$ cat src/hw/rtl/phtv_ram.sv
// Generic single-port synchronous RAM with registered read.
// Depends on nothing.
`default_nettype none
module phtv_ram #(
  parameter int WIDTH = 8,
  parameter int DEPTH = 16
) (
  input  wire logic                     clk,
  input  wire logic                     we,
  input  wire logic [$clog2(DEPTH)-1:0] addr,
  input  wire logic [WIDTH-1:0]         wdata,
  output logic      [WIDTH-1:0]         rdata
);
  logic [WIDTH-1:0] mem [DEPTH];

  always_ff @(posedge clk) begin
    if (we) begin
      mem[addr] <= wdata;
    end
    rdata <= mem[addr];
  end
endmodule
`default_nettype wire

$ cat config.mk
export PLATFORM = sky130hd
export DESIGN_NAME = phtv_ram
export DESIGN_NICKNAME = d
export VERILOG_FILES = /design/src/hw/rtl/phtv_ram.sv
export SDC_FILE = /design/constraint.sdc
export NUM_CORES = 1
export LEC_CHECK = 0
export BUFFER_PORTS_ARGS = -buffer_cell sky130_fd_sc_hd__buf_2
export CORE_MARGIN = 2
export CORE_UTILIZATION = 40
export CTS_CLUSTER_DIAMETER = 30
export DETAILED_ROUTE_END_ITERATION = 6
export SLEW_MARGIN = 15
export SYNTH_ARGS = -nofsm -noshare
export SYNTH_HDL_FRONTEND = slang
export SYNTH_SLANG_ARGS = --single-unit
$ cat constraint.sdc
create_clock -name clk -period 1.94 [get_ports clk]
set_clock_uncertainty 0.1 [all_clocks]
set_input_delay 0.388 -clock clk [delete_from_list [all_inputs] [get_ports clk]]
set_output_delay 0.388 -clock clk [all_outputs]
set_load 0.005 [all_outputs]
==> metrics.cfg <==
[synthesis]
synth_area_sq_mm=0.005067
synthFlopType=edfxtp_1
async_flop_share_pct=0
synth_cell_types=18
synth-edff-count=128
synth-seq-cells=136
synth_fp_nets=244
netlist_instances=230
synth_top_area_share_pct=75.85
yosys_warnings=0
ys_seq_area_share_pct=79.01
synth.most_common_cell=edfxtp_1
avgSynthCellArea_sq_um=22.03
synth_area_leaders=edfxtp_1 (76%), mux4_2 (14%), dfxtp_1 (3.2%)
ys_top_cells_by_count=edfxtp_1 (128), mux4_2 (32), a22oi_1 (16)
yosys.area.top_type=edfxtp_1

[global_routing]
grt_pass1_vias=2447
grt_pass1_wl_mm=14.60
antenna_found_initial=0
grt_usage_pct=15.80
grt_overflow=0
grt_max_degree=28

[worst_setup_path]
start_kind=primary input
cp_data_required_time_ns=2.13
reg2reg_depth=3
reg2reg_slack_ns=0.42
timing.rr.start=mem[3][2]
critical_path_class=primary input to flop
crit_arrival_ns=1.78
reg2reg_to=rdata[2]
endpoint_kind=flop
crit_path_start=addr[0]
path_max_fanout=12
crit_path_end=rdata[1]

[route]
routedWlPerCell_um=20.45
firstDrtPassIters=4
drc=0
drt_iter0_drc=170
postRouteAntennaNets=0
via_count=2352
postRouteWirelength_mm=9.592
via_per_inst=5.015

[placed_design]
dpl_cell_area_sq_mm=0.005570
hpwl_mm=6.149
dp_slack_ns=-0.09868
place_congestion=0.7009
placed_cells=437
portBuffers=21

[pwr]
irDropWorstVdd_mv=0.5725
p_leak_nw=2.054
power.density_mw_per_mm2=1106
combPwrFrac_pct=4.6
seqPwrFrac_pct=48.4
sw_frac_of_total_pct=20.14
internal_power_mw=5.449
power_mw=6.824
p_switching_mw=1.374
clock_power_share_pct=47.0

[clock_network]
cts_tree=done
h-tree-depth=4
cts.sinks=136
cts_buffers=17
hold_buffers=0
cts-resized-gates=0
cts.clk_slew.worst_paths_ns=0.06
postCtsSetupRepairBufs=0
cts_buffer_depth=2
root_buffer=clkbuf_16
insertion_delay_ns=0.41

[final_layout]
fin_area_sq_mm=0.006170
area_growth_pct=21.75
num-nets-final=298
seqCellArea_sq_mm=0.004004
final_cells=469
multi_input_area_sq_mm=0.001008
fin_util_pct=49.29
diodes=0
n_fill_cell=1033
layout-drive-gt1-share_pct=37.04

[sta]
slew_headroom_pct=44.47
hold_viol=0
tightest_slew_ns=0.8312
timing.final.crit_share_pct=81.91
tns_ns=0
max_freq_mhz=629.3
setup_violations=0
drv_slew=0
setup_slack_ns=0.3509
timing.hold.ws_ns=0.2633
min_period_ns=1.589
rsz0062_at_grt=no

[floorplanning]
die_area_sq_mm=0.01359
start_util_pct=40.48
ioPinCount=22
die_w_um=116.6
die_height_um=116.6
rows=41
core_sq_mm=0.01252

[outcome]
status=completed

[min_path]
hold_path_class=primary input to flop

[flow_run]
cap_violations=0

flip-flops by register name, summed over array words and instances, names as in the netlist:
register  count
rdata         8
mem         128
cell families after synthesis:
| logic type | count (synthesis) | synth area share [%] |
|---|---|---|
| flip-flops | 136 | 79.01 |
| AND/OR/NAND/NOR | 35 | 3.210 |
| multiplexers | 32 | 14.22 |
| AO/OA/AOI/OAI | 16 | 2.370 |
| buffers and inverters | 11 | 1.185 |
cell usage in the layout, fill, tap and decap left out:
| cell | synthesis | layout |
|---|---|---|
| edfxtp_1 | 128 | 128 |
| mux4_2 | 32 | 32 |
| buf_2 | 2 | 21 |
| buf_4 | 0 | 21 |
| clkbuf_16 | 0 | 17 |
| a22oi_1 | 16 | 16 |
| nor2_1 | 13 | 13 |
| nand2_1 | 9 | 9 |
| dfxtp_1 | 8 | 8 |
| inv_6 | 0 | 4 |
| buf_12 | 0 | 4 |
| nor3_1 | 4 | 3 |
| clkinvlp_4 | 0 | 3 |
| bufinv_16 | 0 | 3 |
| nor2b_1 | 2 | 2 |
| nand3b_1 | 2 | 2 |
| nand2b_1 | 2 | 2 |
| clkinv_1 | 0 | 2 |
| clkinv_2 | 0 | 2 |
| and2_1 | 1 | 1 |
| nand3_1 | 1 | 1 |
| or3b_2 | 1 | 1 |
| nor3_2 | 0 | 1 |
| clkinv_4 | 0 | 1 |
per-layer routing:
metal  up-vias  GRT usage (%)  wire, um
met5         -              0         0
met4         0          6.353       112
met3         7          4.774       485
met2        48          25.16      4796
met1      1228          20.52      4197
li1       1069              -         -
power by group through the flow:
stage / clock network (mW) / logic [mW] / registers [mW]
6_report: 3.21 / 0.316 / 3.30
4_1_cts: 3.26 / 0.327 / 3.30
3_3_place_gp: 0 / 0.321 / 3.36
5_1_grt: 3.39 / 0.349 / 3.31
2_1_floorplan: 0 / 0.170 / 3.36
3_5_place_dp: 0 / 0.326 / 3.36
layout make-up:
cell class | count | share of cell area [%]
repair buffers | 46 | 5.557
clock inverters | 15 | 2.819
multi-input cells | 83 | 16.35
clock buffers | 17 | 6.895
well taps | 172 | 3.488
flip-flops and latches | 136 | 64.90
worst max-delay path, cell delays in order:
cell and delay (ns):
buf_2 0.14, buf_12 0.17, buf_12 0.16, mux4_2 0.53
a22oi_1 0.29, nand2_1 0.10
worst min path at each step:
| stage | startpoint | to | slack (ns) | depth (start not counted) |
|---|---|---|---|---|
| global placement | mem[15][6] | rdata[6] | 0.57 | 3 |
| detailed placement | mem[15][6] | rdata[6] | 0.57 | 3 |
| CTS | wdata[3] | mem[6][3] | 0.25 | 1 |
| floorplan | wdata[0] | mem[0][0] | 0.39 | 0 |
| finish | wdata[3] | mem[6][3] | 0.26 | 1 |
| global route | wdata[6] | mem[2][6] | 0.27 | 1 |
No activity file was read; power rests on OpenSTA's default activity.
