`src/hw/rtl/phtv_pkg.sv`:
```
// Types and constants of the pair histogram distance block.
// Depends on nothing.
`default_nettype none
package phtv_pkg;
  localparam int CELL_W = 11;
  localparam int SAMP_W = 11;
  localparam int LEN_W  = 8;
  localparam int RES_W  = 9;
  localparam int OP_W   = 3;
  localparam int DIST_W = 17;
  localparam int CFGI_W = 2;
  localparam logic [DIST_W-1:0] Q_ONE = 17'h10000;
  localparam logic [CELL_W-1:0] CELL_MAX = '1;

  typedef enum logic [OP_W-1:0] {
    OP_CLEAR = 3'd0,
    OP_ADD_A = 3'd1,
    OP_ADD_B = 3'd2,
    OP_QROW  = 3'd3,
    OP_QCOL  = 3'd4
  } op_t;

  typedef enum logic [CFGI_W-1:0] {
    CFG_LEN_FIRST  = 2'd0,
    CFG_LEN_SECOND = 2'd1,
    CFG_SAMPLES_A  = 2'd2,
    CFG_SAMPLES_B  = 2'd3
  } cfg_idx_t;

  typedef enum logic [2:0] {
    S_IDLE,
    S_CLR,
    S_ADD_RD,
    S_ADD_WR,
    S_WALK,
    S_DRAIN,
    S_DIV
  } state_t;
endpackage
`default_nettype wire

```
`src/hw/rtl/phtv_div.sv`:
```
// Iterative Q1.16 divider: floor(num * 2^16 / den), saturated at 1.0.
// Depends on phtv_pkg.
`default_nettype none
module phtv_div
  import phtv_pkg::*;
#(
  parameter int NW = 30,
  parameter int DW = 23
) (
  input  wire logic              clk,
  input  wire logic              rst_n,
  input  wire logic              start,
  input  wire logic [NW-1:0]     num,
  input  wire logic [DW-1:0]     den,
  output logic                   done,
  output logic [DIST_W-1:0]      quot
);
  localparam int RW  = DW + 1;
  localparam int CMW = (NW > RW) ? NW : RW;

  logic              busy_r;
  logic              first_r;
  logic [4:0]        cnt_r;
  logic [RW-1:0]     rem_r;
  logic [DIST_W-1:0] q_r;
  logic              done_r;
  logic [DIST_W-1:0] quot_r;
  logic [RW-1:0]     t;
  logic              bit_q;
  logic [DIST_W-1:0] q_nxt;
  logic              sat;

  assign sat   = CMW'(num) >= CMW'({1'b0, den} << 1);
  assign t     = first_r ? rem_r : (rem_r << 1);
  assign bit_q = t >= RW'(den);
  assign q_nxt = {q_r[DIST_W-2:0], bit_q};

  always_ff @(posedge clk) begin
    if (!rst_n) begin
      busy_r <= 1'b0;
      done_r <= 1'b0;
    end else begin
      done_r <= 1'b0;
      if (start) begin
        if (sat) begin
          done_r <= 1'b1;
          quot_r <= Q_ONE;
        end else begin
          busy_r  <= 1'b1;
          first_r <= 1'b1;
          cnt_r   <= 5'(DIST_W - 1);
          rem_r   <= RW'(num);
          q_r     <= '0;
        end
      end else if (busy_r) begin
        first_r <= 1'b0;
        rem_r   <= bit_q ? (t - RW'(den)) : t;
        q_r     <= q_nxt;
        cnt_r   <= cnt_r - 5'd1;
        if (cnt_r == 5'd0) begin
          busy_r <= 1'b0;
          done_r <= 1'b1;
          quot_r <= (q_nxt > Q_ONE) ? Q_ONE : q_nxt;
        end
      end
    end
  end

  assign done = done_r;
  assign quot = quot_r;
endmodule
`default_nettype wire

```
`config.mk`:
```
export PLATFORM = sky130hd
export DESIGN_NAME = phtv_div
export DESIGN_NICKNAME = d
export VERILOG_FILES = /design/src/hw/rtl/phtv_pkg.sv /design/src/hw/rtl/phtv_div.sv
export SDC_FILE = /design/constraint.sdc
export NUM_CORES = 1
export LEC_CHECK = 0
export BUFFER_PORTS_ARGS = -buffer_cell sky130_fd_sc_hd__buf_4
export CAP_MARGIN = 30
export CORE_MARGIN = 1.5
export CORE_UTILIZATION = 60
export DETAILED_ROUTE_END_ITERATION = 12
export PLACE_DENSITY = 0.93
export SLEW_MARGIN = 20
export SYNTH_ARGS = -nofsm -noshare
export SYNTH_HDL_FRONTEND = slang
export SYNTH_SLANG_ARGS = --single-unit
```
`constraint.sdc`:
```
create_clock -name clk -period 10.3 [get_ports clk]
set_input_delay 0.515 -clock clk [delete_from_list [all_inputs] [get_ports clk]]
set_output_delay 0.515 -clock clk [all_outputs]
set_load 0.005 [all_outputs]
```
==> tab_implementation.tex <==
\begin{tabular}{lr}
\hline
Metric & Value \\
\hline
\multicolumn{2}{l}{\textbf{CTS}} \\
\quad Clock transition at the register clock pins on the worst setup and hold paths after CTS & 80 ps \\
\quad Number of sinks handled by clock tree synthesis & 65 \\
\quad Number of buffers inserted during clock tree synthesis & 9 \\
\quad CTS tree & yes \\
\quad Clock Tree Buf Depth & 2 \\
\quad Count of buffers added by post-CTS timing repair for setup & 0 \\
\quad Source-to-sink clock delay at the later pin of the worst-skew pair & 350 ps \\
\quad Root buf cell & clkbuf\_8 \\
\quad Cts repair resizes & 0 \\
\quad Number of levels the H-tree was split into & 3 \\
\quad Hold bufs inserted after CTS & 0 \\
\multicolumn{2}{l}{\textbf{Synthesis}} \\
\quad Gate count after technology mapping & 514 \\
\quad Share of flip-flops with an asynchronous set or reset after synthesis & 0\% \\
\quad Most area-consuming cells after synthesis & edfxtp\_1 37\%, ha\_1 12\%, mux2\_2 6.0\% \\
\quad Number of storage elements in the synthesis netlist & 65 \\
\quad Fraction of synthesized cell area taken by the top area cell type & 37.3\% \\
\quad Dominant cell type by area after synthesis & edfxtp\_1 \\
\quad Synth unique cells & 65 \\
\quad Net count after synthesis & 618 \\
\quad Total of warnings raised by yosys & 0 \\
\quad Portion of the post-synthesis area used by sequential elements & 38.0\% \\
\quad Average instance area after synthesis & 9.88 sq um \\
\quad Mapped Area & 0.00508 sq mm \\
\quad Number of enable flip-flop cells after synthesis & 63 \\
\quad Commonest register cell after synthesis & edfxtp\_1 \\
\multicolumn{2}{l}{\textbf{Layout}} \\
\quad Highest-count cells in the layout ignoring fill and taps & 75 x buf\_4, 63 x edfxtp\_1, 47 x ha\_1 \\
\quad Commonest non-fill, non-tap cell in the layout & buf\_4 \\
\quad Synth-to-Final Area Change & 16.8\% \\
\quad ANT cells & 0 \\
\quad Share of cells above drive strength 1 & 23.0\% \\
\quad Layout net count & 685 \\
\multicolumn{2}{l}{\textbf{Die}} \\
\quad Area of the core & 0.00822 sq mm \\
\quad Total number of placement rows & 33 \\
\quad I/O pins & 74 \\
\quad Effective utilization at floorplan & 61.8\% \\
\quad Height of the chip & 95.0 microns \\
\quad Horizontal die dimension & 95.0 microns \\
\quad Die footprint & 0.00902 sq mm \\
\multicolumn{2}{l}{\textbf{Power and ir drop}} \\
\quad Ratio of total power to cell area & 130 mW/mm\^{}2 \\
\quad VDD IR-drop max & 0.0793 mV \\
\quad Leakage power of the design & 2.54 nW \\
\multicolumn{2}{l}{\textbf{Critical path}} \\
\quad Startpoint class of the critical path & flip-flop \\
\quad Worst path required time & 10410 ps \\
\quad Worst-case reg-to-reg path depth & 11 \\
\quad Critical R2R Launch & first\_r \\
\quad Critical Path End Type & flip-flop \\
\quad Arrival time reported for the critical path endpoint & 4310 ps \\
\quad Reg-to-reg slack, setup & 6100 ps \\
\quad Worst r2r dst & rem\_r[3] \\
\quad CP Max Fanout & 15 \\
\quad Critical setup path kind & flip-flop to flip-flop \\
\multicolumn{2}{l}{\textbf{STA}} \\
\quad Setup repair after global routing missed its margin & no \\
\quad Setup TNS & 0 ps \\
\quad Slew headroom & 38.5\% \\
\quad Final hold violation count & 0 \\
\quad Final hold slack & 420 ps \\
\quad Maximum achievable frequency & 238 MHz \\
\quad Post-route minimum period & 4200 ps \\
\quad Worst-margin pin slew & 918 ps \\
\quad Final clock skew & 13.5 ps \\
\quad Number of setup violations in the final report & 0 \\
\quad Final max-slew violation count & 0 \\
\quad Share of the cycle needed by the critical path after routing & 40.8\% \\
\multicolumn{2}{l}{\textbf{Min path}} \\
\quad Cells on Worst Hold Path & 2 \\
\quad End point of the most critical hold path & done \\
\quad Startpoint of the most critical hold path & rst\_n \\
\quad HP Class & primary input to flip-flop \\
\multicolumn{2}{l}{\textbf{Routing}} \\
\quad WL/cell & 17.2 microns \\
\quad Detail-routed via count per cell & 6.16 \\
\quad Violation count after the first detailed-route iteration & 331 \\
\quad Vias & 4258 \\
\quad Top routing layer in use & met4 \\
\quad Antenna viol nets, final & 0 \\
\quad Metal3 WL & 799 microns \\
\quad Wire length on met2 & 6.03 mm \\
\quad Detailed Routing Iterations Pass 1 & 7 \\
\quad DRC violations left & 0 \\
\quad M1 wire length & 4.79 mm \\
\quad Total Routed Length & 11.9 mm \\
\multicolumn{2}{l}{\textbf{Flow run}} \\
\quad Number of maximum-capacitance violations & 0 \\
\multicolumn{2}{l}{\textbf{Global routing}} \\
\quad Global router's overall resource usage & 27.6\% \\
\quad Initial antenna violation count & 0 \\
\quad Global-route wire length before repair & 19.1 mm \\
\quad Vias in the first global route & 4114 \\
\quad Pin count of the biggest net entering global routing & 60 \\
\quad Sum of overflow across all layers after global routing & 0 \\
\multicolumn{2}{l}{\textbf{Place}} \\
\quad RePlAce Congestion & 0.930 \\
\quad Number of buffers added on ports & 73 \\
\quad Detail Placement HPWL & 8.85 mm \\
\multicolumn{2}{l}{\textbf{Outcome}} \\
\quad Outcome & finished, final reports clean \\
\hline
\end{tabular}
==> worst max-delay path, cell delays in order, from the launching register on <==
cell and delay [ps]:
edfxtp_1 670, buf_8 240, mux2_2 370, ha_1 380, a21oi_1 190, o21ai_0 140
a211oi_2 280, o221ai_1 170, or3_1 620, buf_4 320, mux2_4 310, mux2_2 260
==> cell usage after synthesis (12+ instances only) <==
master and number:
o21ai_0 31, nand2_1 40, edfxtp_1 63, xnor2_1 12
nor2b_1 30, a21oi_1 27, inv_1 38, mux2_2 27
ha_1 47, mux2i_1 13, a21o_1 15, nor2_1 35
==> sequential cells by signal, summed over array words and instances (netlist names) <==
signal   count
rem_r       24
busy_r       1
cnt_r        5
done         1
quot        17
q_r         16
first_r      1
==> worst max-delay path by stage <==
stage / endpoint / startpoint / cells past startpoint
after floorplan: cnt_r[0] / num[27] / 6
after global placement: rem_r[13] / first_r / 10
after detailed placement: rem_r[3] / first_r / 10
after CTS: rem_r[3] / first_r / 10
after global routing: rem_r[13] / first_r / 11
final: rem_r[3] / first_r / 11
==> cell families after synthesis <==
group | Yosys count | share of synthesized area (%)
XOR/XNOR | 19 | 3.28
buffers and inverters | 59 | 5.13
adder cells (fa/ha/maj) | 48 | 12.0
flip-flops | 65 | 38.0
AO/OA/AOI/OAI | 120 | 15.9
multiplexers | 42 | 9.14
AND/OR/NAND/NOR | 161 | 16.5
==> per-stage QoR <==
stage	cell area, sq um	util (%)	cells	power (mW)	worst slack [ps]
after global placement	5670	69.0	674	0.490	6040
after global routing	5930	72.2	691	0.806	5890
final	5930	72.2	691	0.774	6100
after detailed placement	5670	69.0	674	0.498	5850
after CTS	5910	72.0	690	0.772	5840
after floorplan	5080	-	514	0.447	6150
==> final cells by class <==
cell class,instances,area [sq um]
clock buffer,9,124
clock inverter,7,125
fill,572,2290
inverter,39,146
multi-input combinational,390,2890
sequential,65,1930
tap,105,131
timing repair buffer,76,578
==> routing by layer <==
layer  GRT usage (%)  up-vias
met5               0        -
met2            48.8      211
li1                -     2042
met3            4.19       22
met1            33.7     1983
met4            10.9        0
==> power breakdown <==
group | switching [mW] | internal, mW | total (mW)
clock | 0.113 | 0.163 | 0.277
combinational | 0.102 | 0.0866 | 0.188
sequential | 0.00485 | 0.304 | 0.308
Note: power is estimated with default switching activity, not from simulation.
